$ cat src/rtl/ir90_out_buf.sv
// ----------------------------------------------------------------------------
// ir90_out_buf
// Two-entry output buffer that decouples the pipeline from the receiver.
// ----------------------------------------------------------------------------
`default_nettype none

module ir90_out_buf #(
  parameter int unsigned W = 10
) (
  input  wire logic         clk_i,
  input  wire logic         rst_ni,
  input  wire logic         push_i,
  input  wire logic [W-1:0] data_i,
  output logic              ready_o,
  output logic              valid_o,
  input  wire logic         take_i,
  output logic      [W-1:0] data_o
);

  logic [W-1:0] ent_q [2];
  logic         wr_ptr_q, rd_ptr_q;
  logic [1:0]   count_q, count_d;
  logic         do_push, do_pop;

  assign ready_o = (count_q != 2'd2);
  assign valid_o = (count_q != 2'd0);
  assign do_push = push_i && ready_o;
  assign do_pop  = take_i && valid_o;

  // Occupancy tracking.
  always_comb begin
    count_d = count_q;
    if (do_push && !do_pop) begin
      count_d = count_q + 2'd1;
    end else if (do_pop && !do_push) begin
      count_d = count_q - 2'd1;
    end
  end

  always_ff @(posedge clk_i or negedge rst_ni) begin
    if (!rst_ni) begin
      wr_ptr_q <= 1'b0;
      rd_ptr_q <= 1'b0;
      count_q  <= 2'd0;
    end else begin
      count_q <= count_d;
      if (do_push) begin
        wr_ptr_q <= ~wr_ptr_q;
      end
      if (do_pop) begin
        rd_ptr_q <= ~rd_ptr_q;
      end
    end
  end

  // Entry storage.
  always_ff @(posedge clk_i) begin
    if (do_push) begin
      ent_q[wr_ptr_q] <= data_i;
    end
  end

  assign data_o = ent_q[rd_ptr_q];

endmodule

`default_nettype wire

$ cat config.mk
export PLATFORM = sky130hd
export DESIGN_NAME = ir90_out_buf
export DESIGN_NICKNAME = d
export VERILOG_FILES = /design/src/rtl/ir90_out_buf.sv
export SDC_FILE = /design/constraint.sdc
export NUM_CORES = 1
export LEC_CHECK = 0
export ABC_AREA = 1
export BUFFER_PORTS_ARGS = -buffer_cell sky130_fd_sc_hd__buf_4
export CAP_MARGIN = 20
export CORE_MARGIN = 2
export CORE_UTILIZATION = 53
export CTS_CLUSTER_SIZE = 28
export DETAILED_ROUTE_END_ITERATION = 10
export PLACE_DENSITY = 0.88
export RECOVER_POWER = 100
export SETUP_SLACK_MARGIN = 0.3
export SLEW_MARGIN = 25
export SYNTH_ARGS = -nofsm -noshare
export SYNTH_HDL_FRONTEND = slang
export SYNTH_SLANG_ARGS = --single-unit
$ cat constraint.sdc
create_clock -name clk_i -period 2.9 [get_ports clk_i]
set_input_delay 0.145 -clock clk_i [delete_from_list [all_inputs] [get_ports clk_i]]
set_output_delay 0.145 -clock clk_i [all_outputs]
set_load 0.005 [all_outputs]
[After elaboration in Yosys (flattened, before gate mapping)]
Memories as Yosys holds them, arrays and structs flattened.
Cells that the tools add are included.
Storage, ports and cells
  bits in registers: 4
  memory bits (writable): 20
  bits of input ports: 14
  word-level logic and storage cells: 21
  memories kept: 1
Cells by class
  add/sub/neg operators: 2
  eq/ne operators: 1
  multiplexer cells: 4
  bitwise logic cells: 2
  reduce and logical (&&, ||, !) cells: 8
Memory list
  ent_q: words 2, width 10, rd ports 1, clocked after Yosys merged registers in 0, wr ports 1, line 20  | logic [W-1:0] ent_q [2];
Operators by type and width (count)
  $logic_and 1x1->1: 4
  $mux 2: 2
  $reduce_bool 2->1: 2
  $add 2x1->2 const B: 1
  $logic_not 1->1: 2
  $mux 1: 2
  $ne 2x2->1 const B: 1
  $not 1->1: 2
  $sub 2x1->2 const B: 1

[Depth between registers and ports, before layout]
  depth in word-level cells: 6
  gate-level depth with buffers: 10
  mapped depth without buffers: 10

[Worst setup path before layout]
Ideal clock, no wire load.
  path type: flip-flop to flip-flop
  start point: reg count_q[0]
  end point: mem ent_q[0][0] (enable)
  arrival time: 1.021 ns
  setup slack: 1.503 ns
  stages on the path, launching flop included: 5
  buffers on the path: 0
  clock period less this slack: 1.397 ns
  path through: dfrtp_1 inv_2 nand2_4 nand2_4 nor2_1
On the way
  cells in the longest elaborated chain, start to end: 4
Ends and longest elaborated chain
  from (decl): line 22  | logic [1:0] count_q, count_d;
  from (signal assigned): line 46  | count_q <= count_d;
  $ne 2x2->1: line 25  | assign ready_o = (count_q != 2'd2);
  via ready_o: line 14  | output logic ready_o,
  $logic_and 1x1->1: line 27  | assign do_push = push_i && ready_o;
  $mux 1: line 58  | if (do_push) begin
  $mux 1 (not written as such): line 59  | ent_q[wr_ptr_q] <= data_i;
  to (decl): line 20
The timed path passes the listed nets, and every way through them passes these cells.

[Final worst setup path]
  start point: reg count_q[0]
  end point: mem ent_q[1][8] (enable)
On the way
  cells in the longest elaborated chain, start to end: 4
Ends and longest elaborated chain (line)
  $ne 2x2->1: 25
  $logic_and 1x1->1: 27
  $mux 1: 58
  $mux 1 (not written as such): 59
Every way passes these cells.

==> run metrics <==
status completed; slowest CP cell nor2_1; Setup WS post-layout roughly 1.2 ns; Seq/Total Area, Yosys 0.719; CP cell instances inv_1 > nand2_1 > nand2_1 > nor2_1; Pwr Density between 900 and 1000 nW/um^2; CP Launch Type register; post-route core utilization 0.742; most used cell, CP nand2_1; Area contributors post-synth edfxtp_1, nand2_1, dfrtp_1; Routed WL 1760 um; Rel. slew slack 0.455; crit path capture type register; HP Class primary input to register; Worst Path Arrival ~1.7 ns; Max Cap Viol 0; count leader, synth nand2_1; register bit count reported by yosys 24; vias in the first global route 600; Final Hold Fails 0; GP Congestion 0.700; actual slew at the worst max-slew pin between 0.8 and 0.9 ns; syn_nets 96; post-CTS setup buffers 0; die footprint about 2200 sq um; CTS tree built; CP required about 2.9 ns; FFs w/ async S/R, synth 0.167; root buffer cell clkbuf_4; share of layout cells above drive strength 1 0.250; first-pass GRT wire length around 2500 um; NumNets Final roughly 130; crit-path max FO 10; Die Y 46.9 um; port bufs 25; Final setup viols 0; min Tclk post-route ~1.7 ns; Post-Syn Instances 81; Synth Flop Type edfxtp_1; clock skew between 0.007 and 0.008 ns; # clock sinks 24; Fill cells roughly 130; core area ~1700 sq um; CP Class register to register; area grow syn2layout 31.5%; RSZ-0062 raised after global routing no; total gr overflow 0; WL/cell about 12 um; GRT Overall Usage 0.167; HPWL Detailed 1160 um; Crit path largest cell delay 0.65 ns; share of the synthesized area in the top cell type 0.616; Inserted Clock Buffers 3; FMAX approximately 580 MHz; Post-Syn Area per Cell 12.0 sq um; Vias between 600 and 700; Worst Setup Slack post-DPL 1.25 ns; CTS clock-pin slew for the worst setup and hold paths approximately 0.12 ns; Pre-Repair DR Iteration Count 4; CTS Buffer Depth 2; initial antenna violation count 0; number of flops mapped to enable cells by yosys 20; I/O pin cnt 26; yosys warns 0; post-route DRC violation count 0; Max rail drop VDD 641 uV; Leakage Power between 0.5 and 0.6 nW; row count 15; ant diodes 0; most area-hungry cell type in the Yosys netlist edfxtp_1; routed vias/inst 4.66; Initial Util 0.564; number of H-tree levels 1; post-route clock period utilization 0.593; Final ANT Viol Nets 0; DR iter-0 viols 14; top cells by count, synth nand2_1, edfxtp_1, inv_1, dfrtp_1; pin count of the biggest net entering global routing 15; worst skew pair latency around 0.32 ns; count of cell types in the netlist 15; setup TNS 0 ns; post-layout power 1.18 mW; Chip Width between 40 and 50 um; max-slew violation count 0; synthesized area slightly below 1000 sq um
## critical path: cells and delay by family (launching register included)
kind	cells	cell delay, ns
flops	1	0.41
buf+inv	1	0.09
simple gates	3	0.86
## worst paths after layout
kind                            cells after the start  slack, ns     endpoint        from
worst max-delay path                                4       1.18  ent_q[1][8]  count_q[0]
worst min-delay path                                1       0.03  ent_q[1][2]   data_i[2]
worst max register to register                      4       1.18  ent_q[1][8]  count_q[0]
worst min register to register                      1       0.52   count_q[0]  count_q[0]
max in group asynchronous                           2       2.53     wr_ptr_q      rst_ni
min in group asynchronous                           2       0.18     rd_ptr_q      rst_ni
## per-stage QoR
step	hold slack, ns	instance area [sq um]	cells
after floorplan	-0.151	975	81
after global placement	-0.0564	1180	129
after detailed placement	-0.0536	1180	129
after CTS	0.00197	1240	134
after global routing	0.0321	1280	141
final	0.0321	1280	141
## cell families (layout without fill, tap and decap cells)
logic type | after synthesis | in the layout | synth area share
fa+ha+maj | 1 | 1 | 0.0128
xor+xnor | 2 | 2 | 0.0257
buf+inv | 9 | 44 | 0.0436
simple gates | 45 | 45 | 0.199
flops | 24 | 24 | 0.719
## what timing repair did
action,4_1_cts,5_1_grt
hold buffers,1,7
resized for setup,0,0
setup endpoints to repair,0,0
endpoints found under the hold margin,4,14
## placed cells by master, fill, tap and decap left out
master / n
clkbuf_1: 3
inv_1: 6
nand2_2: 1
clkbuf_4: 21
nor2_1: 2
bufinv_16: 1
ha_1: 1
nand2_1: 39
dfrtp_1: 4
dlygate4sd3_1: 8
xnor2_1: 1
edfxtp_1: 20
nand3_1: 2
inv_2: 1
xor2_2: 1
nand4_1: 1
buf_4: 4
## cell type report
cell class	count	area, sq um	area share
Inverter	7	26.3	0.0205
Multi-Input combinational cell	48	214	0.167
Timing Repair Buffer	33	256	0.200
Clock buffer	3	22.5	0.0176
Sequential cell	24	701	0.547
Clock inverter	1	30.0	0.0234
Tap cell	25	31.3	0.0244
## power by group
group	internal (mW)	switching [mW]	total [mW]
sequential	0.480	0.0555	0.535
combinational	0.186	0.225	0.411
clock	0.140	0.0986	0.238
total	0.805	0.379	1.18
## registers in the layout, indices dropped and copies added (netlist names)
| signal | count |
|---|---|
| count_q | 2 |
| wr_ptr_q | 1 |
| ent_q | 20 |
| rd_ptr_q | 1 |
## routing by layer
| layer | global-route usage | up-vias | part of all wire |
|---|---|---|---|
| li1 | - | 328 | - |
| met1 | 0.223 | 290 | 0.42 |
| met2 | 0.268 | 33 | 0.50 |
| met3 | 0.0423 | 6 | 0.062 |
| met4 | 0.0611 | 0 | 0.016 |
| met5 | 0 | - | 0 |
(Power assumes the default switching activity.)
