===== src/rtl/ir90_pkg.sv =====
// ----------------------------------------------------------------------------
// ir90_pkg
// Shared types and constants of the 90 degree frame rotator.
// ----------------------------------------------------------------------------
`default_nettype none

package ir90_pkg;

  // Width of one pixel on the stream ports.
  localparam int unsigned PIX_W = 8;

  // Width of a dimension register and of the register index.
  localparam int unsigned CFG_W     = 7;
  localparam int unsigned CFG_IDX_W = 8;

  // Reset value of both dimension registers.
  localparam logic [CFG_W-1:0] CFG_RESET_DIM = 7'd64;

  // Register indexes of the configuration port.
  typedef enum logic [CFG_IDX_W-1:0] {
    CFG_FRAME_HEIGHT = 8'd0,
    CFG_FRAME_WIDTH  = 8'd1
  } cfg_reg_e;

  // Side flags that travel with each output pixel.
  typedef struct packed {
    logic frame_end;
    logic frame_valid;
  } ir90_flags_t;

endpackage

`default_nettype wire


===== src/rtl/ir90_addr_gen.sv =====
// ----------------------------------------------------------------------------
// ir90_addr_gen
// Frame position counters, bank control and the rotated write address.
// ----------------------------------------------------------------------------
`default_nettype none

module ir90_addr_gen #(
  parameter int unsigned MAX_DIM = 64,
  parameter int unsigned ADDR_W  = 12
) (
  input  wire logic                         clk_i,
  input  wire logic                         rst_ni,
  // Configuration writes
  input  wire logic                         cfg_we_i,
  input  wire logic [ir90_pkg::CFG_IDX_W-1:0] cfg_index_i,
  input  wire logic [ir90_pkg::CFG_W-1:0]     cfg_data_i,
  // One pixel beat accepted this cycle
  input  wire logic                         step_i,
  // Addresses and bank for the current beat
  output logic [ADDR_W-1:0]                 waddr_o,
  output logic [ADDR_W-1:0]                 raddr_o,
  output logic                              fill_bank_o,
  output ir90_pkg::ir90_flags_t             flags_o,
  // High for one cycle after a dimension register write
  output logic                              settle_o
);

  import ir90_pkg::*;

  localparam int unsigned DimW  = $clog2(MAX_DIM);
  localparam int unsigned SizeW = DimW + 1;
  localparam int unsigned ProdW = 2 * SizeW;
  localparam int unsigned ResetDimInt =
    (int'(CFG_RESET_DIM) > MAX_DIM) ? MAX_DIM : int'(CFG_RESET_DIM);
  localparam logic [SizeW-1:0]  DimReset    = SizeW'(ResetDimInt);
  localparam logic [ADDR_W-1:0] TotalM1Reset = ADDR_W'(ResetDimInt * ResetDimInt - 1);

  // Out-of-range dimensions: zero acts as one, above the maximum saturates.
  function automatic logic [SizeW-1:0] clamp_dim(input logic [CFG_W-1:0] v);
    logic [SizeW-1:0] r;
    if (v == '0) begin
      r = SizeW'(1);
    end else if (int'(v) > MAX_DIM) begin
      r = SizeW'(MAX_DIM);
    end else begin
      r = SizeW'(v);
    end
    return r;
  endfunction

  logic [SizeW-1:0]  h_q, h_d, w_q, w_d;
  logic [ADDR_W-1:0] total_m1_q, total_m1_d;
  logic [DimW-1:0]   in_row_q, in_row_d, in_col_q, in_col_d;
  logic [ADDR_W-1:0] out_idx_q, out_idx_d;
  logic              bank_q, bank_d;
  logic              full_q, full_d;
  logic              settle_q, settle_d;

  logic              cfg_hit;
  logic              last;
  logic              col_wrap;
  logic [SizeW-1:0]  col_rev;
  logic [ProdW-1:0]  col_base;
  logic [ProdW-1:0]  waddr_wide;
  logic [ProdW-1:0]  area;

  // Frame size, kept registered so the end-of-frame compare is short.
  assign area       = ProdW'(h_q) * ProdW'(w_q);
  assign total_m1_d = ADDR_W'(area - ProdW'(1));

  // Rotated address: (width - 1 - col) * height + row.
  assign col_rev    = w_q - SizeW'(1) - SizeW'(in_col_q);
  assign col_base   = ProdW'(col_rev) * ProdW'(h_q);
  assign waddr_wide = col_base + ProdW'(in_row_q);

  assign last     = (out_idx_q == total_m1_q);
  assign col_wrap = (SizeW'(in_col_q) == (w_q - SizeW'(1)));
  assign cfg_hit  = cfg_we_i &&
                    ((cfg_index_i == CFG_FRAME_HEIGHT) || (cfg_index_i == CFG_FRAME_WIDTH));

  // Next state: a dimension write restarts the frame position, a beat
  // advances it and swaps banks at the end of a frame.
  always_comb begin
    h_d       = h_q;
    w_d       = w_q;
    in_row_d  = in_row_q;
    in_col_d  = in_col_q;
    out_idx_d = out_idx_q;
    bank_d    = bank_q;
    full_d    = full_q;
    settle_d  = 1'b0;
    if (cfg_hit) begin
      if (cfg_index_i == CFG_FRAME_HEIGHT) begin
        h_d = clamp_dim(cfg_data_i);
      end else begin
        w_d = clamp_dim(cfg_data_i);
      end
      in_row_d  = '0;
      in_col_d  = '0;
      out_idx_d = '0;
      settle_d  = 1'b1;
    end else if (step_i) begin
      if (last) begin
        in_row_d  = '0;
        in_col_d  = '0;
        out_idx_d = '0;
        bank_d    = ~bank_q;
        full_d    = 1'b1;
      end else begin
        out_idx_d = out_idx_q + ADDR_W'(1);
        if (col_wrap) begin
          in_col_d = '0;
          in_row_d = in_row_q + DimW'(1);
        end else begin
          in_col_d = in_col_q + DimW'(1);
        end
      end
    end
  end

  always_ff @(posedge clk_i or negedge rst_ni) begin
    if (!rst_ni) begin
      h_q        <= DimReset;
      w_q        <= DimReset;
      total_m1_q <= TotalM1Reset;
      in_row_q   <= '0;
      in_col_q   <= '0;
      out_idx_q  <= '0;
      bank_q     <= 1'b0;
      full_q     <= 1'b0;
      settle_q   <= 1'b0;
    end else begin
      h_q        <= h_d;
      w_q        <= w_d;
      total_m1_q <= total_m1_d;
      in_row_q   <= in_row_d;
      in_col_q   <= in_col_d;
      out_idx_q  <= out_idx_d;
      bank_q     <= bank_d;
      full_q     <= full_d;
      settle_q   <= settle_d;
    end
  end

  assign waddr_o           = ADDR_W'(waddr_wide);
  assign raddr_o           = out_idx_q;
  assign fill_bank_o       = bank_q;
  assign flags_o.frame_end   = last;
  assign flags_o.frame_valid = full_q;
  assign settle_o          = settle_q;

endmodule

`default_nettype wire


===== config.mk =====
export PLATFORM = sky130hd
export DESIGN_NAME = ir90_addr_gen
export DESIGN_NICKNAME = d
export VERILOG_FILES = /design/src/rtl/ir90_pkg.sv /design/src/rtl/ir90_addr_gen.sv
export SDC_FILE = /design/constraint.sdc
export NUM_CORES = 1
export LEC_CHECK = 0
export BUFFER_PORTS_ARGS = -buffer_cell sky130_fd_sc_hd__buf_4
export CAP_MARGIN = 20
export CORE_UTILIZATION = 51
export DETAILED_ROUTE_END_ITERATION = 12
export PLACE_DENSITY = 0.66
export SYNTH_ARGS = -nofsm -noshare
export SYNTH_HDL_FRONTEND = slang
export SYNTH_SLANG_ARGS = --single-unit
export TNS_END_PERCENT = 5

===== constraint.sdc =====
create_clock -name clk_i -period 7.9 [get_ports clk_i]
set_input_delay 0 -clock clk_i [delete_from_list [all_inputs] [get_ports clk_i]]
set_output_delay 0 -clock clk_i [all_outputs]
set_load 0.01 [all_outputs]

== Yosys cells after proc, flatten, opt, wreduce, memory -nomap -nowiden ==
Cells that the tools add are included.

* Register bits after elaboration: 53
* Input bits: 19
* Output and inout bits: 28
* Logic and storage cells: 49

* Add/sub/neg operators: 7
* Multiply operators: 2
* Order comparisons: 1
* Eq/ne operators: 3
* Multiplexer cells: 14
* Bitwise operators: 3
* Reductions and logical operators: 10

{| class="wikitable"
|+ Operators by type and width
! operator !! number
|-
| 2-to-1 mux 6 bit || 8
|-
| 2-to-1 mux 12 bit || 3
|-
| multiplier 7 x 7 -> 12 bit || 2
|-
| 2-to-1 mux 7 bit || 2
|-
| adder 12 x 1 -> 12 bit, second input constant || 1
|-
| adder 12 x 6 -> 12 bit || 1
|-
| adder 6 x 1 -> 6 bit, second input constant || 2
|-
| == test 12 bit || 1
|-
| subtractor 12 x 1 -> 12 bit, second input constant || 1
|-
| == test 8 x 1 -> 1 bit, second input constant || 1
|-
| logical NOT 8 bit || 1
|-
| == test 6 x 7 -> 1 bit || 1
|-
| > comparator 7 bit, second input constant || 1
|-
| logical NOT 7 bit || 1
|-
| subtractor 7 x 1 -> 7 bit, second input constant || 1
|-
| subtractor 7 x 6 -> 7 bit || 1
|-
| AND reduction 2 bit || 3
|-
| NOT 1 bit || 3
|-
| AND reduction 3 bit || 1
|-
| nonzero test 3 bit || 1
|-
| nonzero test 2 bit || 1
|-
| logical AND 1 bit || 1
|-
| logical OR 1 bit || 1
|-
| 2-to-1 mux 1 bit || 1
|}

== Logic depth before layout (Yosys ltp) ==
Gate-level depths: netlist of run 1.

* Depth in word-level cells: 6
* Mapped depth: 24
* Depth with buffers taken out: 23

== Worst setup path after synthesis of run 1 ==
Ideal clock, no wire load.

* Kind: register to output
* Start point: register w_q[0]
* End point: output waddr_o[11]
* Arrival: 5.925 ns
* Setup slack: 1.975 ns
* Stages on the path, launching flop included: 25
* Buffers on the path: 1
* Path through: dfrtp_1 clkbuf_1 inv_1 ha_1 or3b_4 xnor2_1 ha_1 and3_1 o21a_1 or3_1 and3_1 fa_1 inv_1 fa_1 inv_1 fa_1 inv_1 fa_1 inv_1 ha_1 nand2_1 o21ai_0 o41ai_1 o21ai_0 xnor2_1

* Word-level cells in the longest chain between the ends: 4

{| class="wikitable"
|+ Ends and longest elaborated chain
! element !! line !! source
|-
| from (decl) || ir90_addr_gen.sv:51 || <nowiki>logic [SizeW-1:0] h_q, h_d, w_q, w_d;</nowiki>
|-
| from (signal assigned) || ir90_addr_gen.sv:124 || <nowiki>w_q <= DimReset;</nowiki>
|-
| from (signal assigned) || ir90_addr_gen.sv:134 || <nowiki>w_q <= w_d;</nowiki>
|-
| subtractor 7 x 1 -> 7 bit || ir90_addr_gen.sv:72 || <nowiki>assign col_rev = w_q - SizeW'(1) - SizeW'(in_col_q);</nowiki>
|-
| subtractor 7 x 6 -> 7 bit || ir90_addr_gen.sv:72 ||
|-
| multiplier 7 x 7 -> 12 bit || ir90_addr_gen.sv:73 || <nowiki>assign col_base = ProdW'(col_rev) * ProdW'(h_q);</nowiki>
|-
| adder 12 x 6 -> 12 bit || ir90_addr_gen.sv:74 || <nowiki>assign waddr_wide = col_base + ProdW'(in_row_q);</nowiki>
|-
| to (decl) || ir90_addr_gen.sv:20 || <nowiki>output logic [ADDR_W-1:0] waddr_o,</nowiki>
|}

No other way between the ends.

== Final worst setup path of run 1 ==
Same ends and word-level chain as after synthesis.

==> metrics.log, run 1 <==
[metrics] achievable clock frequency: around 0.15 GHz
[metrics] endpoint of the most critical register-to-register path: total_m1_q[11]
[metrics] classification of the worst setup path: reg -> out
[metrics] number of cells on the worst hold path: 2
[metrics] cell chosen for the clock root: sky130_fd_sc_hd__clkbuf_16
[metrics] syn avg cell area: 9.45 um^2
[metrics] Synth area leaders: sky130_fd_sc_hd__fa_1 20%, sky130_fd_sc_hd__dfrtp_1 17%, sky130_fd_sc_hd__ha_1 14%
[metrics] most used standard cells in the synthesized netlist: 90 x sky130_fd_sc_hd__inv_1, 63 x sky130_fd_sc_hd__ha_1, 62 x sky130_fd_sc_hd__nand2_1, 59 x sky130_fd_sc_hd__fa_1, 47 x sky130_fd_sc_hd__xnor2_1
[metrics] x dimension of the die: 109 um
[metrics] hold slack final: 0.0347 ns
[metrics] slack of the worst reg-to-reg path: 3.62 ns
[metrics] measured slew at the worst slew-check pin: 0.811 ns
[metrics] total number of yosys warnings: 0
[metrics] die area: 11800 um^2
[metrics] count of final hold-check violations: 0
[metrics] number of global-route vias before repair: 4115
[metrics] buffer depth of the longest clock path: 2
[metrics] Max stage delay cell, worst path: sky130_fd_sc_hd__fa_1
[metrics] initial DRC count: 262
[metrics] gr usage total: 0.208
[metrics] number of max-capacitance violations reported: 0
[metrics] static leakage: 3.21 nW
[metrics] Flop pwr share: 0.363
[metrics] number of top-level pins: 47
[metrics] min Tclk post-route: 6.70 ns
[metrics] number of antenna cells inserted: 0
[metrics] weighted congestion at the end of routability-driven global placement: between 0.9 and 1
[metrics] Post-synth EDFFs: 0
[metrics] antenna violations before repair: 0
[metrics] Die Height: ~110 um
[metrics] IR drop worst, VDD: 135 uV
[metrics] unrepaired setup endpoints after global routing: no
[metrics] leading register cell type out of synthesis: sky130_fd_sc_hd__dfrtp_1
[metrics] total power of the final layout: 0.971 mW
[metrics] maximum level of the CTS H-tree: 2
[metrics] cts-stage hold buffer count: 2
[metrics] final count of negative-setup-slack endpoints: 0
[metrics] Resized cells post-CTS: 0
[metrics] clock network fraction of total power: 0.228
[metrics] HPWL after detailed placement: 8880 um
[metrics] area leader, netlist: sky130_fd_sc_hd__fa_1
[metrics] buffer and inverter count on the worst path: 6
[metrics] Setup Fix Bufs, Post-CTS: 0
[metrics] delay of the slowest critical-path stage: 0.53 ns
[metrics] Hold Path Sink: raddr_o[1]
[metrics] area share of the leading cell type in the synthesized netlist: 0.204
[metrics] Routed Antenna Nets: 0
[metrics] via count: 4189
[metrics] critical path startpoint category: flop
[metrics] TritonRoute pass-1 iters: 4
[metrics] worst min-delay path class: in -> reg
[metrics] critical path's top delay family: adder cells
[metrics] switching power summed over all nets: 0.378 mW
[metrics] sum of overflow across all layers after global routing: 0
[metrics] core area: 10900 um^2
[metrics] Fin Clk Skew: around 0.0053 ns
[metrics] share of total power consumed by net switching: 0.389
[metrics] Int Power: 0.593 mW
[metrics] required time of the critical path: 7.90 ns
[metrics] worst reg2reg startpoint: h_q[2]
[metrics] count of cells along the worst register-to-register path: 12
[metrics] post-synthesis cell count: between 600 and 700
[metrics] clock insertion delay at the later pin of the skew report: about 0.29 ns
[metrics] wire length of the first global-routing pass: 19300 um
[metrics] clock slew at the register clock pins of the worst setup and hold paths: 0.07 ns
[metrics] Crit path arrival time: between 6 and 7 ns
[metrics] Core Rows: 38
[metrics] layout overhead on the synthesized area: 10.6%
[metrics] synthesized netlist net count: roughly 750
[metrics] most instantiated library cell after synthesis: sky130_fd_sc_hd__inv_1
[metrics] Fin Setup TNS: 0 ns
[metrics] final net count: 791
[metrics] Final period util: 0.848
[metrics] area of the mapped netlist: around 5800 um^2
[metrics] relative slew slack: 0.454
[metrics] effective utilization at floorplan: 0.529
[metrics] ordered cell list for the critical path: inv_1, ha_1, or3b_4, xnor2_1, ha_1, and3_1, o21a_1, or3_1, and3_1, fa_1, inv_1, fa_1, inv_1, fa_1, inv_1, fa_1, inv_1, ha_1, nand2_1, o21ai_0, o41ai_1, o21ai_0, xnor2_1, buf_4
[metrics] placed cell areas: 6230 um^2
[metrics] startpoint of the worst hold path: step_i
[metrics] largest fanout of any net on the critical path: 12
[metrics] pwr dens: 152 nW/um^2
[metrics] number of buffers inserted during clock tree synthesis: 5
[metrics] pin count of the biggest net entering global routing: between 50 and 60
[metrics] part of the total power dissipated in combinational logic: 0.409
[metrics] number of vias per cell after detailed routing: 5.30
[metrics] type of element capturing the critical path: output port
[metrics] Final Slew Violations: 0
[metrics] result of the run: completed
[metrics] Most Frequent Cell on Critical Path: sky130_fd_sc_hd__inv_1
[metrics] Distinct cells, synth: 42
[metrics] fraction of final layout cells sized beyond drive strength 1: 0.135
[metrics] Non-Filler Cell Area, Final: 6400 um^2
[metrics] Port Buf Inserts: 46
[metrics] number of sinks handled by clock tree synthesis: 53
[metrics] count of state elements after synthesis: 53
[metrics] Post-synth ARST share: 1.00
[metrics] total length of routed wires: 11200 um
[metrics] clock tree from TritonCTS: built
[metrics] number of stages on the worst setup path: 24
[metrics] post-synthesis sequential area ratio: 0.232
[metrics] post-detailed-route DRC marker count: 0
[metrics] WL per Instance: 14.2 um
area by class of cell:
cell class                 count  area (um^2)
clock buffer                   5          125
clock inverter                 3         21.3
fill                         970         4530
inverter                      90          338
multi-input combinational    452         4030
sequential                    53         1340
tap                          140          175
timing repair buffer          48          365
per-stage QoR:
step           utilization  cells  worst slack, ns
5_1_grt              0.585    791            0.769
3_3_place_gp         0.570    781             1.74
6_report             0.585    791             1.20
4_1_cts              0.585    791             1.20
2_1_floorplan            -    612             1.97
3_5_place_dp         0.570    781             1.55
cell families (layout without fill, tap and decap cells):
group,after synthesis,after routing,synth area share
compound gates,48,48,0.0567
flops,53,53,0.232
xor+xnor,61,61,0.0923
fa+ha+maj,122,122,0.340
mux,14,14,0.0272
simple gates,207,207,0.180
buf+inv,107,146,0.0707
worst max path at each step:
stage,startpoint,end,slack [ns]
floorplan,w_q[0],waddr_o[11],1.97
global placement,w_q[0],waddr_o[11],1.74
detailed placement,w_q[0],waddr_o[11],1.55
CTS,w_q[0],waddr_o[11],1.20
global route,w_q[0],waddr_o[11],0.77
finish,w_q[0],waddr_o[11],1.20
per-layer routing:
metal / GRT usage / part of all wire
met1: 0.300 / 0.47
met2: 0.342 / 0.49
met3: 0.0253 / 0.036
met4: 0.0309 / 0.0070
met5: 0 / 0
placed cells by master, fill, tap and decap left out, drive strengths merged, types with 2 or more instances in the layout:
| master | n |
|---|---|
| inv | 91 |
| ha | 63 |
| nand2 | 62 |
| fa | 59 |
| xnor2 | 47 |
| buf | 46 |
| and2 | 39 |
| dfrtp | 39 |
| nor2 | 37 |
| nor2b | 19 |
| a21oi | 14 |
| xor2 | 14 |
| mux2 | 14 |
| dfstp | 14 |
| nand3 | 13 |
| o21ai | 12 |
| and3 | 10 |
| nand4 | 8 |
| a21o | 6 |
| nor3 | 6 |
| clkbuf | 5 |
| nand2b | 4 |
| o21a | 3 |
| o31ai | 3 |
| a21boi | 2 |
| nor4 | 2 |
| o41ai | 2 |
| or4 | 2 |
| dlygate4sd3 | 2 |
| or2 | 2 |
state kept, by name, indices dropped and copies added, names as in the netlist:
register     cells
raddr_o         12
w_q              7
h_q              7
in_row_q         6
in_col_q         6
settle_o         1
full_q           1
fill_bank_o      1
total_m1_q      12
power by group through the flow:
stage               Clock [mW]  Sequential, mW  Combinational, mW
floorplan                    0           0.348              0.266
global placement             0           0.357              0.374
detailed placement           0           0.357              0.391
CTS                      0.229           0.352              0.395
global route             0.240           0.359              0.445
finish                   0.222           0.352              0.397
No activity file was read; power rests on OpenSTA's default activity.
==> run 2, diff against run 1 <==
Clock period 7.9 ns to 6.3 ns, I/O delays scaled along.
==> run 2 against run 1 <==
Effect of this change:
- power increased by 34%
- non-clock buffer count up 8
- via count is 0.62% higher
==> metrics.log, run 2 (synthesis results as in run 1) <==
[metrics] result of the run: completed
[metrics] HPWL after detailed placement: 8970 um
[metrics] min Tclk post-route: 6.04 ns
[metrics] Max stage delay cell, worst path: sky130_fd_sc_hd__fa_1
[metrics] worst min-delay path class: in -> reg
[metrics] delay of the slowest critical-path stage: ~0.53 ns
[metrics] number of antenna cells inserted: 0
[metrics] total length of routed wires: around 11000 um
[metrics] WL per Instance: approximately 14 um
[metrics] final count of negative-setup-slack endpoints: 0
[metrics] gr usage total: 0.214
[metrics] maximum level of the CTS H-tree: 2
[metrics] most used routing layer: met2
[metrics] Fin Setup TNS: 0 ns
[metrics] x dimension of the die: about 110 um
[metrics] clock tree from TritonCTS: built
[metrics] Routed Antenna Nets: 0
[metrics] antenna violations before repair: 0
[metrics] Final period util: 0.959
[metrics] ordered cell list for the critical path: inv_1, ha_2, or3b_4, xnor2_1, ha_1, and3_4, o21a_1, or3_4, and3_1, fa_1, inv_1, fa_1, inv_1, fa_1, inv_1, fa_1, inv_1, ha_4, nand2_1, o21ai_1, o41ai_2, buf_4, xnor2_1, buf_4
[metrics] die area: about 12000 um^2
[metrics] Die Height: approximately 110 um
[metrics] number of buffers inserted during clock tree synthesis: 5
[metrics] Final Slew Violations: 0
[metrics] number of vias per cell after detailed routing: 5.28
[metrics] Most Frequent Cell on Critical Path: sky130_fd_sc_hd__inv_1
[metrics] final net count: 799
[metrics] relative slew slack: 0.505
[metrics] number of global-route vias before repair: around 4300
[metrics] critical path startpoint category: flop
[metrics] buffer and inverter count on the worst path: 7
[metrics] number of top-level pins: 47
[metrics] pin count of the biggest net entering global routing: 54
[metrics] weighted congestion at the end of routability-driven global placement: 0.873
[metrics] most common cell after layout, fill and taps aside: sky130_fd_sc_hd__inv_1
[metrics] count of final hold-check violations: 0
[metrics] clock slew at the register clock pins of the worst setup and hold paths: 0.07 ns
[metrics] static leakage: 3.27 nW
[metrics] fraction of final layout cells sized beyond drive strength 1: 0.159
[metrics] global routing met1 resource utilization: 0.302
[metrics] achievable clock frequency: 0.166 GHz
[metrics] via count: about 4200
[metrics] met2 Track Usage GR: 0.354
[metrics] largest fanout of any net on the critical path: 7
[metrics] Crit path arrival time: 6.04 ns
[metrics] pwr dens: 199 nW/um^2
[metrics] critical path's top delay family: adder cells
[metrics] measured slew at the worst slew-check pin: 0.740 ns
[metrics] cell chosen for the clock root: sky130_fd_sc_hd__clkbuf_16
[metrics] met3 GRT Util: 0.0307
[metrics] TritonRoute pass-1 iters: 4
[metrics] clock insertion delay at the later pin of the skew report: roughly 0.3 ns
[metrics] IR drop worst, VDD: 158 uV
[metrics] number of inserted filler cells in the final layout: approximately 970
[metrics] buffer depth of the longest clock path: 2
[metrics] placed cell areas: 6280 um^2
[metrics] sum of overflow across all layers after global routing: 0
[metrics] number of sinks handled by clock tree synthesis: 53
[metrics] type of element capturing the critical path: output port
[metrics] Port Buf Inserts: 46
[metrics] wire length of the first global-routing pass: 19800 um
[metrics] core area: roughly 11000 um^2
[metrics] post-detailed-route DRC marker count: 0
[metrics] layout overhead on the synthesized area: 12.8%
[metrics] effective utilization at floorplan: 0.529
[metrics] number of max-capacitance violations reported: 0
[metrics] classification of the worst setup path: reg -> out
[metrics] Fin Clk Skew: 0.00932 ns
[metrics] initial DRC count: 214
[metrics] unrepaired setup endpoints after global routing: no
[metrics] Core Rows: 38
[metrics] highest-count cells in the layout ignoring fill and taps: 90 x sky130_fd_sc_hd__inv_1, 62 x sky130_fd_sc_hd__nand2_1, 60 x sky130_fd_sc_hd__ha_1
[metrics] required time of the critical path: ~6.3 ns
[metrics] Non-Filler Cell Area, Final: 6530 um^2
run 2: cell count changes in the layout (fill, tap and decap cells not counted), moves of 2 or more:
cell                      delta
sky130_fd_sc_hd__o21ai_1     +4
sky130_fd_sc_hd__ha_2        +2
sky130_fd_sc_hd__ha_1        -3
sky130_fd_sc_hd__o21ai_0     -4
sky130_fd_sc_hd__buf_4       +8
run 2: path summary, 6_finish.rpt:
| kind | cells after the start | endpoint | slack, ns | start |
|---|---|---|---|---|
| min in group asynchronous | 2 | raddr_o[10] | 0.28 | rst_ni |
| max reg2reg | 12 | total_m1_q[11] | 1.97 | h_q[3] |
| max | 24 | waddr_o[9] | 0.26 | w_q[0] |
| min reg2reg | 1 | full_q | 0.47 | full_q |
| min | 2 | raddr_o[1] | 0.02 | step_i |
| max in group asynchronous | 2 | w_q[3] | 5.53 | rst_ni |
run 2: layout make-up:
class,count,area [um^2],share of cell area
clock buffers,5,125,0.0192
clock inverters,3,43.8,0.00671
inverters,90,338,0.0518
multi-input cells,452,4080,0.624
flip-flops and latches,53,1350,0.206
well taps,140,175,0.0268
repair buffers,56,425,0.0652
run 2: timing repair:
action	4_1_cts	5_1_grt
setup buffers	1	1
setup endpoints to repair	1	5
hold endpoints to repair	40	0
hold buffers	2	0
pin swaps	1	4
resized for setup	3	11
run 2: report_power, final:
| part | internal (mW) | total, mW | switching, mW | leakage, nW |
|---|---|---|---|---|
| Clock | 0.189 | 0.321 | 0.132 | 0.0842 |
| Sequential | 0.384 | 0.441 | 0.0565 | 0.661 |
| Combinational | 0.241 | 0.535 | 0.294 | 2.52 |
| Total | 0.814 | 1.30 | 0.483 | 3.27 |
run 2: worst reg2reg max path, delay by kind of cell, from the launching register on:
| family | cells | cell delay, ns |
|---|---|---|
| flops | 1 | 0.67 |
| simple gates | 2 | 0.22 |
| fa+ha+maj | 5 | 2.36 |
| compound gates | 3 | 0.81 |
| xor+xnor | 1 | 0.17 |
| buf+inv | 1 | 0.05 |
run 2: metal layers:
| metal | vias to the layer above | routed length [um] | part of all wire |
|---|---|---|---|
| met5 | - | 0 | 0 |
| met3 | 6 | 387 | 0.034 |
| met1 | 2101 | 5430 | 0.48 |
| met4 | 0 | 62 | 0.0055 |
| met2 | 77 | 5470 | 0.48 |
| li1 | 2031 | - | - |
run 2: per-stage QoR:
stage	utilization	hold slack [ns]	cells	worst slack (ns)	power, mW
after floorplan	-	-0.296	612	0.375	0.769
after global placement	0.574	0.0716	787	0.296	0.929
after detailed placement	0.574	0.0825	787	0.171	0.951
after CTS	0.593	0.0162	798	0.0277	1.28
after global routing	0.597	0.0367	799	0.00313	1.40
final	0.597	0.0239	799	0.261	1.30
